**src/rtl/core/tcpq_pkg.sv**
```systemverilog
`timescale 1ns / 1ps

package tcpq_pkg;

  // Defaults for the top-level parameters
  localparam int QUEUE_DEPTH_DEFAULT = 16;
  localparam int TICKET_BITS_DEFAULT = 16;

  // Fixed field widths
  localparam int AGE_W        = 8;
  localparam int TAG_W        = 32;
  localparam int TICKET_OUT_W = 16;
  localparam int STATUS_W     = 3;

  // Reset values
  localparam logic [AGE_W-1:0] AGE_THRESHOLD_RESET = 8'd60;
  localparam int               TICKET_RESET        = 1;

  // Request codes
  localparam logic MODE_ARRIVAL = 1'b0;
  localparam logic MODE_SERVE   = 1'b1;

  // Result status codes
  localparam logic [STATUS_W-1:0] ST_QUEUED_PRIO = 3'd0;
  localparam logic [STATUS_W-1:0] ST_QUEUED_REG  = 3'd1;
  localparam logic [STATUS_W-1:0] ST_REJECT_FULL = 3'd2;
  localparam logic [STATUS_W-1:0] ST_SERVED_PRIO = 3'd3;
  localparam logic [STATUS_W-1:0] ST_SERVED_REG  = 3'd4;

  // Classified request handed from front to back
  typedef struct packed {
    logic                    mode;
    logic                    prio;
    logic [TICKET_OUT_W-1:0] ticket;
    logic [AGE_W-1:0]        age;
    logic [TAG_W-1:0]        tag;
  } cmd_t;

  // One stored customer
  typedef struct packed {
    logic [TICKET_OUT_W-1:0] ticket;
    logic [AGE_W-1:0]        age;
    logic [TAG_W-1:0]        tag;
  } entry_t;

endpackage

```
**src/rtl/core/tcpq_ram.sv**
```systemverilog
`timescale 1ns / 1ps

module tcpq_ram #(
  parameter int WIDTH = 8,
  parameter int DEPTH = 16
) (
  input  logic                     clk,
  input  logic                     wr_en,
  input  logic [$clog2(DEPTH)-1:0] wr_addr,
  input  logic [WIDTH-1:0]         wr_data,
  input  logic                     rd_en,
  input  logic [$clog2(DEPTH)-1:0] rd_addr,
  output logic [WIDTH-1:0]         rd_data
);

  logic [WIDTH-1:0] mem [DEPTH];

  // Write port
  always_ff @(posedge clk) begin
    if (wr_en) begin
      mem[wr_addr] <= wr_data;
    end
  end

  // Registered read port
  always_ff @(posedge clk) begin
    if (rd_en) begin
      rd_data <= mem[rd_addr];
    end
  end

endmodule

```
**src/rtl/core/tcpq_front.sv**
```systemverilog
`timescale 1ns / 1ps

module tcpq_front
  import tcpq_pkg::*;
#(
  parameter int TICKET_BITS = TICKET_BITS_DEFAULT
) (
  input  logic             clk,
  input  logic             rst,
  input  logic             start,
  input  logic             mode,
  input  logic [AGE_W-1:0] age,
  input  logic [TAG_W-1:0] customer_tag,
  input  logic             cfg_we,
  input  logic [AGE_W-1:0] cfg_wdata,
  input  logic             q_full,
  output logic             busy,
  output logic             push,
  output cmd_t             cmd
);

  localparam int TW = (TICKET_BITS > TICKET_OUT_W) ? TICKET_BITS : TICKET_OUT_W;

  logic [AGE_W-1:0]       age_threshold;
  logic [TICKET_BITS-1:0] ticket_ctr;
  logic [TW-1:0]          ticket_wide;

  // Hold off new items while the command queue is full
  assign busy = q_full;
  assign push = start && !busy;

  // Classify the item and attach the drawn ticket
  always_comb begin
    ticket_wide = TW'(ticket_ctr);
    cmd.mode    = mode;
    cmd.prio    = (age >= age_threshold);
    cmd.ticket  = ticket_wide[TICKET_OUT_W-1:0];
    cmd.age     = age;
    cmd.tag     = customer_tag;
  end

  // Threshold register and ticket counter; every arrival draws a ticket
  always_ff @(posedge clk) begin
    if (rst) begin
      age_threshold <= AGE_THRESHOLD_RESET;
      ticket_ctr    <= TICKET_BITS'(TICKET_RESET);
    end else begin
      if (cfg_we) begin
        age_threshold <= cfg_wdata;
      end
      if (push && mode == MODE_ARRIVAL) begin
        ticket_ctr <= ticket_ctr + 1'b1;
      end
    end
  end

endmodule

```
**src/rtl/core/tcpq_cmd_queue.sv**
```systemverilog
`timescale 1ns / 1ps

module tcpq_cmd_queue
  import tcpq_pkg::*;
(
  input  logic clk,
  input  logic rst,
  input  logic push,
  input  cmd_t push_cmd,
  input  logic pop,
  output logic full,
  output logic valid,
  output cmd_t head
);

  cmd_t       slots [2];
  logic       rd_ptr;
  logic       wr_ptr;
  logic [1:0] count;

  assign full  = (count == 2'd2);
  assign valid = (count != 2'd0);
  assign head  = slots[rd_ptr];

  // Store pushed items
  always_ff @(posedge clk) begin
    if (push) begin
      slots[wr_ptr] <= push_cmd;
    end
  end

  // Advance pointers and occupancy
  always_ff @(posedge clk) begin
    if (rst) begin
      rd_ptr <= 1'b0;
      wr_ptr <= 1'b0;
      count  <= 2'd0;
    end else begin
      if (push) begin
        wr_ptr <= ~wr_ptr;
      end
      if (pop) begin
        rd_ptr <= ~rd_ptr;
      end
      if (push && !pop) begin
        count <= count + 2'd1;
      end else if (pop && !push) begin
        count <= count - 2'd1;
      end
    end
  end

endmodule

```
**src/rtl/core/tcpq_back.sv**
```systemverilog
`timescale 1ns / 1ps

module tcpq_back
  import tcpq_pkg::*;
#(
  parameter int QUEUE_DEPTH = QUEUE_DEPTH_DEFAULT
) (
  input  logic                    clk,
  input  logic                    rst,
  input  logic                    cmd_valid,
  input  cmd_t                    cmd,
  output logic                    cmd_pop,
  output logic                    done,
  output logic [STATUS_W-1:0]     status,
  output logic                    served,
  output logic [TICKET_OUT_W-1:0] ticket,
  output logic [AGE_W-1:0]        served_age,
  output logic [TAG_W-1:0]        served_tag
);

  localparam int AW = $clog2(QUEUE_DEPTH);
  localparam int CW = $clog2(QUEUE_DEPTH + 1);
  localparam int EW = $bits(entry_t);

  typedef enum logic [1:0] {
    B_IDLE = 2'b01,
    B_READ = 2'b10
  } back_state_t;

  back_state_t state;
  back_state_t state_next;

  logic [AW-1:0] p_rd_ptr, p_wr_ptr, r_rd_ptr, r_wr_ptr;
  logic [CW-1:0] p_count, r_count;
  logic          sel_prio;

  logic          is_arrival, p_full, r_full, tgt_full;
  logic          p_we, r_we, p_re, r_re;
  entry_t        wr_entry;
  logic [EW-1:0] p_rd_raw, r_rd_raw;
  entry_t        rd_entry;

  // Queue storage
  tcpq_ram #(.WIDTH(EW), .DEPTH(QUEUE_DEPTH)) u_prio_ram (
    .clk     (clk),
    .wr_en   (p_we),
    .wr_addr (p_wr_ptr),
    .wr_data (wr_entry),
    .rd_en   (p_re),
    .rd_addr (p_rd_ptr),
    .rd_data (p_rd_raw)
  );

  tcpq_ram #(.WIDTH(EW), .DEPTH(QUEUE_DEPTH)) u_reg_ram (
    .clk     (clk),
    .wr_en   (r_we),
    .wr_addr (r_wr_ptr),
    .wr_data (wr_entry),
    .rd_en   (r_re),
    .rd_addr (r_rd_ptr),
    .rd_data (r_rd_raw)
  );

  // Decode the head command
  always_comb begin
    cmd_pop    = (state == B_IDLE) && cmd_valid;
    is_arrival = (cmd.mode == MODE_ARRIVAL);
    p_full     = (p_count == CW'(QUEUE_DEPTH));
    r_full     = (r_count == CW'(QUEUE_DEPTH));
    tgt_full   = cmd.prio ? p_full : r_full;
    p_we       = cmd_pop && is_arrival && cmd.prio && !p_full;
    r_we       = cmd_pop && is_arrival && !cmd.prio && !r_full;
    p_re       = cmd_pop && !is_arrival && (p_count != '0);
    r_re       = cmd_pop && !is_arrival && (p_count == '0) && (r_count != '0);
    wr_entry.ticket = cmd.ticket;
    wr_entry.age    = cmd.age;
    wr_entry.tag    = cmd.tag;
    rd_entry   = sel_prio ? entry_t'(p_rd_raw) : entry_t'(r_rd_raw);
  end

  // A removing serve waits in B_READ for the registered read
  always_comb begin
    state_next = state;
    unique case (state)
      B_IDLE: begin
        if (p_re || r_re) begin
          state_next = B_READ;
        end
      end
      B_READ: begin
        state_next = B_IDLE;
      end
      default: begin
        state_next = B_IDLE;
      end
    endcase
  end

  // Pointers, counts and result strobe
  always_ff @(posedge clk) begin
    if (rst) begin
      state    <= B_IDLE;
      p_rd_ptr <= '0;
      p_wr_ptr <= '0;
      p_count  <= '0;
      r_rd_ptr <= '0;
      r_wr_ptr <= '0;
      r_count  <= '0;
      done     <= 1'b0;
    end else begin
      state <= state_next;
      if (p_we) begin
        p_wr_ptr <= (p_wr_ptr == AW'(QUEUE_DEPTH - 1)) ? '0 : p_wr_ptr + 1'b1;
        p_count  <= p_count + 1'b1;
      end
      if (r_we) begin
        r_wr_ptr <= (r_wr_ptr == AW'(QUEUE_DEPTH - 1)) ? '0 : r_wr_ptr + 1'b1;
        r_count  <= r_count + 1'b1;
      end
      if (p_re) begin
        p_rd_ptr <= (p_rd_ptr == AW'(QUEUE_DEPTH - 1)) ? '0 : p_rd_ptr + 1'b1;
        p_count  <= p_count - 1'b1;
      end
      if (r_re) begin
        r_rd_ptr <= (r_rd_ptr == AW'(QUEUE_DEPTH - 1)) ? '0 : r_rd_ptr + 1'b1;
        r_count  <= r_count - 1'b1;
      end
      done <= (cmd_pop && !(p_re || r_re)) || (state == B_READ);
    end
  end

  // Result payload
  always_ff @(posedge clk) begin
    if (p_re || r_re) begin
      sel_prio <= p_re;
    end
    if (state == B_READ) begin
      status     <= sel_prio ? ST_SERVED_PRIO : ST_SERVED_REG;
      served     <= 1'b1;
      ticket     <= rd_entry.ticket;
      served_age <= rd_entry.age;
      served_tag <= rd_entry.tag;
    end else if (cmd_pop) begin
      if (is_arrival) begin
        status <= tgt_full ? ST_REJECT_FULL : (cmd.prio ? ST_QUEUED_PRIO : ST_QUEUED_REG);
        ticket <= cmd.ticket;
      end else begin
        status <= ST_SERVED_REG;
        ticket <= '0;
      end
      served     <= 1'b0;
      served_age <= '0;
      served_tag <= '0;
    end
  end

endmodule

```
**src/rtl/core/two_class_priority_queue_core.sv**
```systemverilog
`timescale 1ns / 1ps

// Two-class strict-priority scheduler. An item is taken at a clock edge
// with start high and busy low: an arrival (mode 0) draws the next ticket
// and goes to the priority FIFO when its age is at least age_threshold,
// else to the regular FIFO, or is rejected if that FIFO is full; a serve
// (mode 1) removes the priority head if any, else the regular head. Taken
// items wait in a two-entry command queue, so busy rises only when that
// queue is full. Each item yields exactly one result, shown for one cycle
// with done high; the receiver cannot stall, so it must capture every
// strobe. An arrival or a serve that finds both FIFOs empty shows its
// result in the cycle after it leaves the command queue; a removing serve
// reads its entry from a registered-read RAM and registers its result in
// B_READ, where no item leaves the command queue. Rate: one arrival per
// cycle outside B_READ. The user must write age_threshold (reset 60) with
// cfg_we while no work is pending; the core itself does not enforce this.

module two_class_priority_queue_core
  import tcpq_pkg::*;
#(
  parameter int QUEUE_DEPTH = QUEUE_DEPTH_DEFAULT,
  parameter int TICKET_BITS = TICKET_BITS_DEFAULT
) (
  input  logic                    clk,
  input  logic                    rst,
  input  logic                    start,
  output logic                    busy,
  input  logic                    mode,
  input  logic [AGE_W-1:0]        age,
  input  logic [TAG_W-1:0]        customer_tag,
  input  logic                    cfg_we,
  input  logic [AGE_W-1:0]        cfg_wdata,
  output logic                    done,
  output logic [STATUS_W-1:0]     status,
  output logic                    served,
  output logic [TICKET_OUT_W-1:0] ticket,
  output logic [AGE_W-1:0]        served_age,
  output logic [TAG_W-1:0]        served_tag
);

  logic push, q_full, q_valid, q_pop;
  cmd_t push_cmd, head_cmd;

  // Accept and classify
  tcpq_front #(.TICKET_BITS(TICKET_BITS)) u_front (
    .clk          (clk),
    .rst          (rst),
    .start        (start),
    .mode         (mode),
    .age          (age),
    .customer_tag (customer_tag),
    .cfg_we       (cfg_we),
    .cfg_wdata    (cfg_wdata),
    .q_full       (q_full),
    .busy         (busy),
    .push         (push),
    .cmd          (push_cmd)
  );

  // Decouple front from back
  tcpq_cmd_queue u_cmd_queue (
    .clk      (clk),
    .rst      (rst),
    .push     (push),
    .push_cmd (push_cmd),
    .pop      (q_pop),
    .full     (q_full),
    .valid    (q_valid),
    .head     (head_cmd)
  );

  // Execute against the two FIFOs
  tcpq_back #(.QUEUE_DEPTH(QUEUE_DEPTH)) u_back (
    .clk        (clk),
    .rst        (rst),
    .cmd_valid  (q_valid),
    .cmd        (head_cmd),
    .cmd_pop    (q_pop),
    .done       (done),
    .status     (status),
    .served     (served),
    .ticket     (ticket),
    .served_age (served_age),
    .served_tag (served_tag)
  );

endmodule

```
**config.mk**
```make
export PLATFORM = sky130hd
export DESIGN_NAME = two_class_priority_queue_core
export DESIGN_NICKNAME = d
export VERILOG_FILES = /design/src/rtl/core/tcpq_pkg.sv /design/src/rtl/core/tcpq_ram.sv /design/src/rtl/core/tcpq_front.sv /design/src/rtl/core/tcpq_cmd_queue.sv /design/src/rtl/core/tcpq_back.sv /design/src/rtl/core/two_class_priority_queue_core.sv
export SDC_FILE = /design/constraint.sdc
export NUM_CORES = 2
export LEC_CHECK = 0
export BUFFER_PORTS_ARGS = -buffer_cell sky130_fd_sc_hd__buf_4
export CORE_AREA = 4 4 488 490
export CTS_CLUSTER_SIZE = 28
export DETAILED_ROUTE_END_ITERATION = 10
export DIE_AREA = 0 0 492 494
export MAX_ROUTING_LAYER = met4
export PLACE_DENSITY_LB_ADDON = 0.25
export SETUP_SLACK_MARGIN = 0.4
export SLEW_MARGIN = 20
export SYNTH_ARGS = -nofsm -noshare
export SYNTH_HDL_FRONTEND = slang
export SYNTH_SLANG_ARGS = --single-unit
```
**constraint.sdc**
```tcl
create_clock -name clk -period 13 [get_ports clk]
set_input_delay 0.65 -clock clk [delete_from_list [all_inputs] [get_ports clk]]
set_output_delay 0.65 -clock clk [all_outputs]
set_load 0.02 [all_outputs]
```
==> flow_summary.toml <==
[sta]
hold_violations = 0
maxSlewHeadroom_pct = 29.6
finalSetupViolations = 0
fin_skew_ns = 0.0322
tightest_slew_ns = 1.06
rsz0062_at_grt = "false"
post-route-min-period_ns = 4.50
fmax_mhz = 222
fin_setup_tns_ns = 0
fin_crit_sh_pct = 34.6
drv_slew = 0

[logic_synthesis]
syn-cell-area_sq_um = 81400
synth.top_cells.by_count = "2080 x edfxtp_1, 448 x mux4_2, 176 x mux2i_1"
yosysSeqAreaShare_pct = 78.2
synth-main-ff-cell = "edfxtp_1"
synth.area.top_cells = "edfxtp_1 77%, mux4_2 12%, mux2i_1 2.2%"
yosysTopAreaCell = "edfxtp_1"
synth-seq-cells = 2139
synth_most_common_cell = "edfxtp_1"
yosysWarnings = 0
ys_async_sr_fraction_pct = 0
syn_avg_cell_area_sq_um = 21.7
synthDominantCellAreaShare_pct = 76.8
syn-num-nets = 3828
synth-edff-count = 2080
ys_types = 49
synthesis.instances = 3747

[routing]
drc = 0
route.met3.wl_mm = 8.51
avgViaCountPerCell = 5.12
wire_per_inst_um = 27.2
wl_met2_mm = 99.8
ant_nets = 0
drt-total-wl_mm = 199
top_layer = "met4"
drtIter0Drc = 2997
vias = 37599
met1Wirelength_mm = 85.8
dr.pass1.iters = 5

[setup_path]
cp_max_fo = 44
start_kind = "flip-flop"
path_class = "reg2reg"
cp_cell_sequence = "mux2i_4 -> buf_4 -> nor3b_1 -> and2_1 -> nand2_1 -> nor3_2 -> buf_4"
end_kind = "flip-flop"
cp_data_arrival_time_ns = 4.93
required_ns = 13.44
path_delay_family = "simple AND/OR/NAND/NOR gates"
slowest_delay_ns = 0.80
cp_slowest_cell = "nor3_2"
crit_buf_inv = 2
cpMostUsedCell = "buf_4"

[cts]
cts_tree = "done"
clockBufferDepth = 3
path_clk_slew_ns = 0.06
cts.sinks = 2139
h-tree-depth = 4
cts_made_buffers = 219
insertion_delay_ns = 0.84
cts_root_buf = "clkbuf_16"
post_cts_resized = 0
cts_setup_buffers = 0

[grt]
grtUsageTotal_pct = 16.7
grt_antenna_before_repair = 6
gr-total-overflow = 0
first_global_vias = 39009
grt_max_degree = 112
grt_pass1_wl_mm = 286

[job]
maxCapViolCount = 0

[final_layout]
fin_nets = 4077
area_growth_pct = 15.1
final_area_sq_um = 93700
drive_above_1_share_pct = 25.1

[placed_design]
hpwl_mm = 109
place.gp.congestion = 0.737
dpl_cell_area_sq_um = 86100
numPortBuffers = 114

[worst_hold_path]
hold_class = "in2reg"
min_from = "cfg_wdata[0]"

[pwr]
p_int_mw = 12.8
switchingPower_mw = 4.38
sequentialPowerShare_pct = 49.9
power_density_nw_per_um2 = 184
power_leakage_nw = 28.5
combPwrFrac_pct = 14.4
swShare_pct = 25.4
peakVddDrop_v = 0.000116
clkPwrFrac_pct = 35.7

[floorplan]
dieArea_sq_um = 243000
dieWidth_um = 492
io_pins = 115
coreArea_sq_um = 234000
start_util_pct = 34.8
rows = 178
die_height_um = 494

[run_status]
status = "finished clean"
## cell type report
class	instances	area, sq um
multi-input combinational	1382	17000
tap	3150	3940
inverter	24	95.1
antenna	5	12.5
clock inverter	126	1120
clock buffer	281	5890
fill	20686	140000
timing repair buffer	230	1910
sequential	2139	63700
## layer usage
layer  global-route usage [%]  vias up
met2                     27.5      900
met1                     21.9    20362
li1                         -    16067
met4                     4.61        0
met5                        -        -
met3                     2.34      270
## kinds of logic after synthesis
group	count (synthesis)	synth area share, %
muxes	683	15.4
adders and majority gates	28	0.449
xor gates and xnor gates	25	0.269
DFF	2139	78.2
AOI/OAI and AO/OA	302	2.28
and+or+nand+nor	344	2.23
buffers and inverters	226	1.17
## what timing repair did
action,4_1_cts,5_1_grt
hold buffers,46,0
hold endpoints to repair,86,0
setup endpoints to repair,0,0
## power by group through the flow
stage               sequential, mW  clock [mW]  combinational [mW]
global route                  8.62        6.62                2.70
global placement              8.74           0                2.53
floorplan                     8.77           0                1.46
finish                        8.59        6.16                2.48
detailed placement            8.74           0                2.56
CTS                           8.60        6.32                2.58
## flip-flops by register name (all words and copies together) (netlist names), 3 cells and up, named ones only
name                       flops
u_back.u_prio_ram.mem        896
u_back.u_reg_ram.mem         896
u_cmd_queue.slots            116
u_back.u_prio_ram.rd_data     56
u_back.u_reg_ram.rd_data      56
u_back.served_tag             32
u_back.ticket                 16
u_front.ticket_ctr            16
u_back.served_age              8
u_front.age_threshold          8
u_back.p_count                 5
u_back.r_count                 5
u_back.p_rd_ptr                4
u_back.p_wr_ptr                4
u_back.r_rd_ptr                4
u_back.r_wr_ptr                4
u_back.status                  3
## placed cells by master (no fill, tap or decap), types with 51 or more instances in the layout
cell type,instances
mux2_2,58
buf_4,179
clkbuf_1,51
nor2b_1,115
nor2_1,75
a21oi_1,140
a211oi_1,113
clkinv_1,54
clkbuf_16,225
mux4_2,448
mux2i_1,176
edfxtp_1,2080
## metrics by stage
stage / setup WS [ns] / std cells / total power, mW / util, % / hold WS, ns
finish: 8.50 / 7337 / 17.2 / 40.0 / 0.0988
global route: 8.19 / 7333 / 17.9 / 40.0 / 0.0551
CTS: 8.41 / 7331 / 17.5 / 40.0 / 0.0280
detailed placement: 8.42 / 6878 / 11.3 / 36.8 / 0.437
global placement: 8.43 / 6878 / 11.3 / 36.8 / 0.436
floorplan: 7.16 / 3747 / 10.2 / - / 0.434
## worst register-to-register path: stages (launching register included)
cell and delay [ns]:
dfxtp_4 0.59, mux2i_4 0.29, buf_4 0.33, nor3b_1 0.45, and2_1 0.46, nand2_1 0.32
nor3_2 0.80, buf_4 0.80
## final timing paths
| path | endpoint | slack, ns | cells after the start |
|---|---|---|---|
| max | u_back.u_reg_ram.mem[2][3]$_DFFE_PP_ | 8.50 | 7 |
| min | u_front.age_threshold[0]$_SDFFE_PP0P_ | 0.1 | 3 |
| max reg2reg | u_back.u_reg_ram.mem[2][3]$_DFFE_PP_ | 8.50 | 7 |
| min reg2reg | u_back.served$_SDFFE_PP1P_ | 0.45 | 2 |
Power figures use the tool's default switching activity.
